## src/ir_pulse_train_encoder_top_macros.svh

```systemverilog
// Assertion helpers shared by the encoder files.
// Both expect signals named clk and rst_n in the scope where they are used.
`ifndef IR_PULSE_TRAIN_ENCODER_TOP_MACROS_SVH
`define IR_PULSE_TRAIN_ENCODER_TOP_MACROS_SVH

// Same-cycle implication.
`define IRPTE_ASSERT_IMP(label, ante, cons, msg) \
  label: assert property (@(posedge clk) disable iff (!rst_n) (ante) |-> (cons)) \
    else $error(msg);

// Next-cycle implication.
`define IRPTE_ASSERT_NXT(label, ante, cons, msg) \
  label: assert property (@(posedge clk) disable iff (!rst_n) (ante) |=> (cons)) \
    else $error(msg);

`endif

```

## src/irpte_pkg.sv

```systemverilog
`timescale 1ns / 1ps
package irpte_pkg;

  localparam int unsigned MAX_BITS = 64;
  localparam int unsigned BITS_W   = 7;
  localparam int unsigned DUR_W    = 20;
  localparam int unsigned TIME_W   = 16;

  // Request codes on in_func.
  localparam logic FUNC_LOAD = 1'b0;
  localparam logic FUNC_NEXT = 1'b1;

  // Coding modes; bit 1 selects level inversion.
  localparam logic [1:0] MODE_PULSE     = 2'd0;
  localparam logic [1:0] MODE_MANCH     = 2'd1;
  localparam logic [1:0] MODE_MANCH_INV = 2'd2;

  // Configuration register indexes.
  localparam logic [3:0] REG_PRE_MARK   = 4'd0;
  localparam logic [3:0] REG_PRE_SPACE  = 4'd1;
  localparam logic [3:0] REG_ONE_MARK   = 4'd2;
  localparam logic [3:0] REG_ONE_SPACE  = 4'd3;
  localparam logic [3:0] REG_ZERO_MARK  = 4'd4;
  localparam logic [3:0] REG_ZERO_SPACE = 4'd5;
  localparam logic [3:0] REG_SILENCE    = 4'd6;
  localparam logic [3:0] REG_MODE       = 4'd7;

  typedef enum logic [1:0] {
    PH_PRE  = 2'd0,
    PH_DATA = 2'd1,
    PH_SIL  = 2'd2
  } phase_t;

  typedef struct packed {
    logic [TIME_W-1:0] pre_mark;
    logic [TIME_W-1:0] pre_space;
    logic [TIME_W-1:0] one_mark;
    logic [TIME_W-1:0] one_space;
    logic [TIME_W-1:0] zero_mark;
    logic [TIME_W-1:0] zero_space;
    logic [DUR_W-1:0]  silence;
    logic [1:0]        coding_mode;
  } cfg_t;

  typedef struct packed {
    phase_t              phase;
    logic [7:0]          timing_count;
    logic [BITS_W-1:0]   bits_sent;
    logic [MAX_BITS-1:0] msg;
    logic [BITS_W-1:0]   msg_len;
  } enc_state_t;

  typedef struct packed {
    logic [DUR_W-1:0] duration;
    logic             level;
    logic             status;
  } timing_t;

endpackage

```

## src/ir_pulse_train_encoder_top.sv

```systemverilog
// IR pulse train encoder: one timing per request, loads produce no result.
// A FUNC_NEXT request writes its timing into the output register at the edge that accepts it.
// Throughput: one request per cycle while out_ready holds; the single output register frees in the cycle it is taken.
// The next-timing logic is one combinational pass from the state registers to that register.
// Reset (rst_n low at a clock edge) clears all configuration registers, the message and counters.
`timescale 1ns / 1ps
`include "ir_pulse_train_encoder_top_macros.svh"
module ir_pulse_train_encoder_top
  import irpte_pkg::*;
(
  input  logic                clk,
  input  logic                rst_n,
  input  logic                in_valid,
  output logic                in_ready,
  input  logic                in_func,
  input  logic [MAX_BITS-1:0] in_payload,
  input  logic [BITS_W-1:0]   in_bit_count,
  output logic                out_valid,
  input  logic                out_ready,
  output logic [DUR_W-1:0]    out_duration,
  output logic                out_level,
  output logic                out_status,
  input  logic                cfg_valid,
  output logic                cfg_ready,
  input  logic [3:0]          cfg_index,
  input  logic [DUR_W-1:0]    cfg_data
);

  cfg_t       cfg_r, cfg_nxt;
  enc_state_t st_r, st_nxt, step_nxt;
  timing_t    step_res;
  timing_t    res_r;
  logic       out_valid_r, out_valid_nxt;
  logic       in_fire;

  assign cfg_ready = 1'b1;
  assign in_ready  = !out_valid_r || out_ready;
  assign in_fire   = in_valid && in_ready;

  irpte_step u_step (
    .cfg (cfg_r),
    .st  (st_r),
    .nxt (step_nxt),
    .res (step_res)
  );

  always_comb begin
    cfg_nxt = cfg_r;
    if (cfg_valid) begin
      case (cfg_index)
        REG_PRE_MARK:   cfg_nxt.pre_mark    = cfg_data[TIME_W-1:0];
        REG_PRE_SPACE:  cfg_nxt.pre_space   = cfg_data[TIME_W-1:0];
        REG_ONE_MARK:   cfg_nxt.one_mark    = cfg_data[TIME_W-1:0];
        REG_ONE_SPACE:  cfg_nxt.one_space   = cfg_data[TIME_W-1:0];
        REG_ZERO_MARK:  cfg_nxt.zero_mark   = cfg_data[TIME_W-1:0];
        REG_ZERO_SPACE: cfg_nxt.zero_space  = cfg_data[TIME_W-1:0];
        REG_SILENCE:    cfg_nxt.silence     = cfg_data;
        REG_MODE:       cfg_nxt.coding_mode = cfg_data[1:0];
        default: ;
      endcase
    end
  end

  always_comb begin
    st_nxt        = st_r;
    out_valid_nxt = out_valid_r && !out_ready;
    if (in_fire) begin
      if (in_func == FUNC_LOAD) begin
        st_nxt.msg          = in_payload;
        st_nxt.msg_len      = (in_bit_count > BITS_W'(MAX_BITS)) ? BITS_W'(MAX_BITS)
                                                                 : in_bit_count;
        st_nxt.phase        = PH_PRE;
        st_nxt.timing_count = '0;
        st_nxt.bits_sent    = '0;
      end else begin
        st_nxt        = step_nxt;
        out_valid_nxt = 1'b1;
      end
    end
  end

  always_ff @(posedge clk) begin
    if (!rst_n) begin
      cfg_r       <= '0;
      st_r        <= '{phase: PH_PRE, default: '0};
      out_valid_r <= 1'b0;
    end else begin
      cfg_r       <= cfg_nxt;
      st_r        <= st_nxt;
      out_valid_r <= out_valid_nxt;
    end
  end

  always_ff @(posedge clk) begin
    if (in_fire && in_func == FUNC_NEXT) begin
      res_r <= step_res;
    end
  end

  assign out_valid    = out_valid_r;
  assign out_duration = res_r.duration;
  assign out_level    = res_r.level;
  assign out_status   = res_r.status;

  `IRPTE_ASSERT_NXT(a_load_no_result, in_fire && in_func == FUNC_LOAD, !out_valid, "load produced a timing")
  `IRPTE_ASSERT_NXT(a_next_result, in_fire && in_func == FUNC_NEXT, out_valid, "request lost its timing")
  `IRPTE_ASSERT_IMP(a_bits_bound, 1'b1, st_r.bits_sent <= st_r.msg_len && st_r.msg_len <= BITS_W'(MAX_BITS), "bit counter beyond message length")
  `IRPTE_ASSERT_IMP(a_pre_count, st_r.phase == PH_PRE, st_r.timing_count < 8'd2, "preamble phase with stale timing count")

endmodule

```

## src/irpte_step.sv

```systemverilog
`timescale 1ns / 1ps
module irpte_step
  import irpte_pkg::*;
(
  input  cfg_t       cfg,
  input  enc_state_t st,
  output enc_state_t nxt,
  output timing_t    res
);

  logic              cur_bit;
  logic              odd;
  logic              done;
  logic              inv;
  logic [7:0]        tc_inc;
  logic [BITS_W-1:0] bs_inc;

  assign cur_bit = st.msg[st.bits_sent[5:0]];
  assign odd     = st.timing_count[0];
  assign done    = (st.bits_sent >= st.msg_len);
  assign inv     = cfg.coding_mode[1];
  assign tc_inc  = st.timing_count + 8'd1;
  assign bs_inc  = st.bits_sent + 7'd1;

  always_comb begin
    nxt = st;
    res = '0;
    case (st.phase)
      PH_PRE, PH_DATA: begin
        if (st.phase == PH_PRE && cfg.pre_mark != '0 && st.timing_count < 8'd2) begin
          if (st.timing_count == 8'd0) begin
            res.duration = DUR_W'(cfg.pre_mark);
            res.level    = 1'b1;
          end else begin
            res.duration = DUR_W'(cfg.pre_space);
            res.level    = 1'b0;
          end
          nxt.timing_count = tc_inc;
          nxt.phase        = (tc_inc >= 8'd2) ? PH_DATA : PH_PRE;
        end else if (cfg.coding_mode != MODE_PULSE) begin
          nxt.phase = PH_DATA;
          if (done) begin
            res.duration     = cfg.silence;
            res.status       = 1'b1;
            nxt.phase        = PH_PRE;
            nxt.timing_count = '0;
            nxt.bits_sent    = '0;
          end else begin
            res.duration     = DUR_W'(cfg.one_mark);
            res.level        = odd ^ cur_bit ^ inv;
            nxt.timing_count = tc_inc;
            if (odd) begin
              nxt.bits_sent = bs_inc;
              if (bs_inc >= st.msg_len) begin
                res.status = 1'b1;
                nxt.phase  = PH_SIL;
              end
            end
          end
        end else begin
          nxt.phase        = PH_DATA;
          nxt.timing_count = tc_inc;
          if (done) begin
            // Stop mark closes the data part.
            res.duration = DUR_W'(cfg.one_mark);
            res.level    = 1'b1;
            res.status   = 1'b1;
            nxt.phase    = PH_SIL;
          end else if (odd) begin
            res.duration  = DUR_W'(cur_bit ? cfg.one_space : cfg.zero_space);
            nxt.bits_sent = bs_inc;
          end else begin
            res.duration = DUR_W'(cur_bit ? cfg.one_mark : cfg.zero_mark);
            res.level    = 1'b1;
          end
        end
      end
      default: begin
        res.duration     = cfg.silence;
        res.status       = 1'b1;
        nxt.phase        = PH_PRE;
        nxt.timing_count = '0;
        nxt.bits_sent    = '0;
      end
    endcase
  end

endmodule

```

## config.mk

```make
export PLATFORM = sky130hd
export DESIGN_NAME = ir_pulse_train_encoder_top
export DESIGN_NICKNAME = d
export VERILOG_FILES = /design/src/irpte_pkg.sv /design/src/ir_pulse_train_encoder_top.sv /design/src/irpte_step.sv
export VERILOG_INCLUDE_DIRS = /design/src /design/src/src
export SDC_FILE = /design/constraint.sdc
export NUM_CORES = 1
export LEC_CHECK = 0
export BUFFER_PORTS_ARGS = -buffer_cell sky130_fd_sc_hd__buf_2
export CAP_MARGIN = 15
export CELL_PAD_IN_SITES_DETAIL_PLACEMENT = 2
export CELL_PAD_IN_SITES_GLOBAL_PLACEMENT = 2
export CORE_UTILIZATION = 34
export CTS_BUF_LIST = sky130_fd_sc_hd__clkbuf_8
export DETAILED_ROUTE_END_ITERATION = 6
export PLACE_DENSITY_LB_ADDON = 0.1
export RECOVER_POWER = 100
export SYNTH_ARGS = -nofsm -noshare
export SYNTH_HDL_FRONTEND = slang
export SYNTH_SLANG_ARGS = --single-unit
export TNS_END_PERCENT = 5
```

## constraint.sdc

```tcl
create_clock -name clk -period 2.6 [get_ports clk]
set_input_delay 0.26 -clock clk [delete_from_list [all_inputs] [get_ports clk]]
set_output_delay 0.26 -clock clk [all_outputs]
set_load 0.1 [all_outputs]
```

Yosys cells after proc, flatten, opt, wreduce, memory -nomap -nowiden
Index checks and enable logic that the tools add are counted.
{"block": "totals", "register_bits": 229, "latchBits": 0, "mem_bits_rw": 0, "romBits": 0, "inputBits": 101, "output_inout_bits": 25, "memories": 0}
{"block": "classes", "add_sub_neg": 2, "multipliers": 0, "n_div": 0, "n_lt_le_gt_ge": 6, "eq_ne": 10, "n_shift": 0, "n_mux": 33, "bitwise_logic": 3, "reduce_logical": 24}
{"op": "two-way mux 88 bit", "count": 1}
{"op": "two-way mux 17 bit", "count": 4}
{"op": "two-way mux 20 bit", "count": 3}
{"op": "two-way mux 21 bit", "count": 2}
{"op": "two-way mux 16 bit", "count": 2}
{"op": "two-way mux 7 bit", "count": 4}
{"op": "two-way mux 22 bit", "count": 1}
{"op": "AND reduction 2 bit", "count": 9}
{"op": "equality test 4 x 3 -> 1 bit (second input constant)", "count": 4}
{"op": "nonzero test 16 bit", "count": 1}
{"op": "greater-or-equal comparator 7 bit", "count": 2}
{"op": "two-way mux 1 bit", "count": 11}
{"op": "two-way mux 10 bit", "count": 1}
{"op": "adder 8 x 1 -> 8 bit (second input constant)", "count": 1}
{"op": "equality test 4 x 2 -> 1 bit (second input constant)", "count": 2}
{"op": "greater-or-equal comparator 8 x 2 -> 1 bit (second input constant)", "count": 1}
{"op": "logical NOT 8 bit", "count": 1}
{"op": "less-than comparator 8 x 2 -> 1 bit (second input constant)", "count": 1}
{"op": "adder 7 x 1 -> 7 bit (second input constant)", "count": 1}
{"op": "greater-than comparator 7 bit (second input constant)", "count": 1}
{"op": "less-than comparator 6 x 7 -> 1 bit (second input constant)", "count": 1}
{"op": "binary-select mux 1 bit (select 6 bit)", "count": 1}
{"op": "two-way mux 2 bit", "count": 3}
{"op": "logical AND 1 bit", "count": 5}
{"op": "other kinds (13)", "count": 15}

Logic depth before layout (Yosys ltp)
{"block": "logic_depth", "ltp_word": 9, "ltp_mapped": 13, "ltp_nobuf": 10}

Cells and area by module
From an unflattened synthesis, not the netlist that was laid out.
{"block": "hier_totals", "hier_cells": 1528, "hier_area_um2": 12933.7}
{"mod": "ir_pulse_train_encoder_top", "n_inst": 1, "cells_each": 994, "area_per_inst_um2": 9230.1, "seq_area_each_um2": 4804.6}
{"mod": "irpte_step", "n_inst": 1, "cells_each": 534, "area_per_inst_um2": 3703.6, "seq_area_each_um2": 0.0}

Worst setup path after synthesis
OpenSTA, ideal clock, no wires.
{"block": "synth_path", "kind": "reg-to-reg", "from": "reg out_valid_r, in the netlist out_valid", "to": "reg st_r[82] (netlist name)", "setup_ns": 0.146, "t_arrival_ns": 3.394, "required_time_ns": 2.454, "setup_slack_ns": -0.940, "stages_incl_launch_ff": 11, "path_cell_list": "dfxtp_1 > nand2b_1 > and2_1 > nand2_1 > inv_1 > nand3b_1 > inv_1 > o31ai_1 > nor2_1 > o21ai_0 > o31ai_1"}
{"block": "synth_via", "elab_chain_len": 3}
{"element": "start: declaration", "line_no": "ir_pulse_train_encoder_top.sv:33", "rtl": "logic out_valid_r, out_valid_nxt;"}
{"element": "start signal: assignment", "line_no": "ir_pulse_train_encoder_top.sv:90", "rtl": "out_valid_r <= out_valid_nxt;"}
{"element": "logical NOT 1 bit", "line_no": "ir_pulse_train_encoder_top.sv:37", "rtl": "assign in_ready = !out_valid_r || out_ready;"}
{"element": "logical OR 1 bit", "line_no": "ir_pulse_train_encoder_top.sv:37"}
{"element": "named net in_ready", "line_no": "ir_pulse_train_encoder_top.sv:14", "rtl": "output logic in_ready,"}
{"element": "logical AND 1 bit", "line_no": "ir_pulse_train_encoder_top.sv:38", "rtl": "assign in_fire = in_valid && in_ready;"}
{"element": "end signal: assignment", "line_no": "ir_pulse_train_encoder_top.sv:89", "rtl": "st_r <= st_nxt;"}
{"element": "end: declaration", "line_no": "ir_pulse_train_encoder_top.sv:30", "rtl": "enc_state_t st_r, st_nxt, step_nxt;"}
The timed path passes the listed nets, and every way through them passes these cells.
A chain may end at the register's enable or synchronous reset.

==> metrics <==
Hold Crit Start cfg_data[12]; share of the synthesized area in the top cell type 0.362; Clk pin slew, worst setup/hold paths 0.06 ns; Final WS setup -0.0637 ns; Area contributors post-synth dfxtp_1 36%, nand2_1 10%, a21boi_0 8.7%, mux2i_1 8.0%, edfxtp_1 5.8%; share of layout cells above drive strength 1 0.187; drt pass-1 iters 4; total wire length 40400 um; All-Layer GR Usage 0.241; Compound-Gate Fraction of Synth Area 0.179; Buf/Inv on CP 1; Top Ports 126; share of flip-flops with an asynchronous set or reset 0; crit path DAT 2.96 ns; number of nets in the layout 1629; Post-Syn Area 11500 um^2; Reg2Reg Depth 9; Clock Power Share 0.414; H-Tree Depth 2; # diodes 0; synth warn 0; switching part of the total 0.286; dpl ws -0.346 ns; Remaining DRCs 0; top-count cell post-synth nand2_1; CP startpoint kind flip-flop; synthesized instance count 1296; Rel. slew slack -0.125; GP Congestion 0.760; slowest CP cell mux4_2; most instantiated cells after synthesis 315 x nand2_1, 207 x dfxtp_1, 133 x a21boi_0; root buf cell clkbuf_8; Worst Path Max Fanout 14; CTS tree built; internal power 6.12 mW; Chip Width 186 um; Final Slew Violations 51; sequential power share 0.437; Worst Hold Path Cells 3; Detail Placement HPWL 25900 um; TritonCTS Buffers 44; via count of the routed design 10.4k; Leak 5.64 nW; Final Cell Area 14600 um^2; Top delay family on crit path multiplexers; Seq/Total Area, Yosys 0.419; area delta synth->final 27.4%; Synth Area in Adders 0.0197; initial antenna violation count 0; clock tree buffer depth 3; Mean Syn Cell Area 8.84 um^2; largest net degree at the start of global routing 114; core area 32900 um^2; endpoints failing setup 13; Reg2Reg Setup Slack -0.06 ns; post-synthesis mux area share 0.100; Primary FF master, synth dfxtp_1; number of global-route vias before repair 11.5k; CTS Sinks 229; dpl cells 1828; vias per inst 5.22; reg-to-reg critical path endpoint out_duration[15]; Placed Area 12900 um^2; critical path, cell by cell mux4_2 -> and4b_1 -> a31oi_2 -> nand4b_2 -> nor2_4 -> buf_12 -> mux2_1 -> o221ai_1 -> nand3_1; Net Sw Power 2.46 mW; slew of the pin with the lowest slew margin 1.69 ns; combinational share of power 0.149; FF+latch count, synth 229; Worst Hold Path EP cfg_r[66]; die area 34400 um^2; final hold violations 0; fin cells 1985; initial core utilization 0.349; worst min-delay path category in2reg; max capacitance violation total 3; GRT Residual Overflow 0; Post-synth EDFFs 22; Pwr Density 587 nW/um^2; chip height 186 um; Max IR drop VDD 0.357 mV; # port buffers 124; Clock Skew 0.0229 ns; Synthesized Nets 1415; Synth area leader dfxtp_1; RSZ-0062 raised after global routing yes; Initial DRC Count 377; Worst-Skew Late Latency 0.56 ns; failing checks capacitance limit, slew limit, setup timing; Synth Area in Simple Gates 0.227; crit end category flip-flop; final period utilization 1.02; xor/xnor cell area share of the yosys netlist 0.00917; # rows 66; fin util 0.444; slowest stage delay, CP 0.50 ns; Antenna Nets Post-Route 0; outcome finished, violations left; crit path kind reg2reg; Critical R2R Launch st_r[73]; first-pass GRT wire length 64100 um; Synth cell types 71; main combinational cell family by area after synthesis simple AND/OR/NAND/NOR gates; Period minus WS final 2.66 ns; Worst EP required 2.90 ns; fmax 375 MHz; Routed WL per cell 20.4 um
-- worst reg2reg max path, cell delays in order, from the launching register on --
cell      delay (ns)
dfxtp_2         0.37
mux4_2          0.50
and4b_1         0.21
a31oi_2         0.15
nand4b_2        0.17
nor2_4          0.21
buf_12          0.16
mux2_1          0.32
o221ai_1        0.19
nand3_1         0.11
-- worst max-delay path by stage --
stage	cells after the start	to	from	slack, ns
after floorplan	13	out_duration[10]	st_r[71]	-0.15
after detailed placement	10	out_duration[1]	st_r[72]	-0.35
after global placement	9	out_duration[1]	st_r[72]	-0.29
after global routing	10	out_duration[12]	st_r[71]	-0.19
after CTS	9	out_duration[15]	st_r[73]	-0.11
final	9	out_duration[15]	st_r[73]	-0.06
-- registers in the layout (all words and copies together), names as in the netlist --
| signal | count |
|---|---|
| out_level | 1 |
| cfg_r | 118 |
| out_valid | 1 |
| st_r | 88 |
| out_status | 1 |
| out_duration | 20 |
-- logic make-up (layout without fill, tap and decap cells) --
family | after synthesis | in the layout
adder cells (fa/ha/maj) | 18 | 18
multiplexers | 104 | 104
XOR/XNOR | 12 | 12
flip-flops | 229 | 229
AO/OA/AOI/OAI | 266 | 266
buffers and inverters | 117 | 364
other | 1 | 1
AND/OR/NAND/NOR | 549 | 549
-- cells in the final DEF (no fill, tap or decap), types with 11 or more instances in the layout --
cell type      instances
dfxtp_1              203
o41ai_2               14
a22oi_1               19
dlygate4sd3_1         75
nor2b_1               58
nand3_1               43
clkbuf_1              29
ha_1                  17
buf_12                11
a21oi_1               22
and2_1                19
mux2i_1               92
a2bb2oi_1             14
clkbuf_8              57
nand2_1              315
o21ai_0               13
and4_1                15
buf_4                 52
edfxtp_1              22
buf_2                 99
a21boi_0             142
inv_1                 32
nor2_1                30
-- area by class of cell --
class | count | area [um^2]
Clock buffer | 57 | 785
Clock inverter | 22 | 88.8
Fill cell | 3642 | 18300
Inverter | 13 | 48.8
Multi-Input combinational cell | 950 | 6290
Sequential cell | 229 | 4810
Tap cell | 442 | 553
Timing Repair Buffer | 272 | 2020
-- power groups by stage --
stage	Sequential (mW)	Clock (mW)	Combinational [mW]
finish	3.75	3.55	1.27
global route	3.76	3.84	1.37
CTS	3.75	3.65	1.28
detailed placement	3.82	0	1.18
global placement	3.82	0	1.16
floorplan	3.97	0	0.568
-- timing repair --
| action | CTS | global route |
|---|---|---|
| hold buffers | 75 | 0 |
| pin swaps | 3 | 3 |
| gates resized for setup | 17 | 13 |
| endpoints found under the hold margin | 75 | 0 |
| setup buffers | 3 | 0 |
| setup endpoints to repair | 25 | 30 |
-- through the flow --
step / TNS [ns] / hold slack [ns] / power (mW)
floorplan: -2.26 / 0.395 / 4.54
global placement: -2.67 / 0.442 / 4.97
detailed placement: -4.24 / 0.452 / 5.00
CTS: -0.877 / 0.00434 / 8.68
global route: -2.65 / 0.0227 / 8.97
finish: -0.297 / 0.0229 / 8.57
-- layer usage --
metal  global-route usage  up-vias  routed length (um)
met1                0.297     5156               17600
li1                     -     4920                   -
met5                    0        -                   0
met3               0.0385       68                1880
met2                0.426      220               19900
met4               0.0757        0                1020
Note: power is estimated with default switching activity, not from simulation.
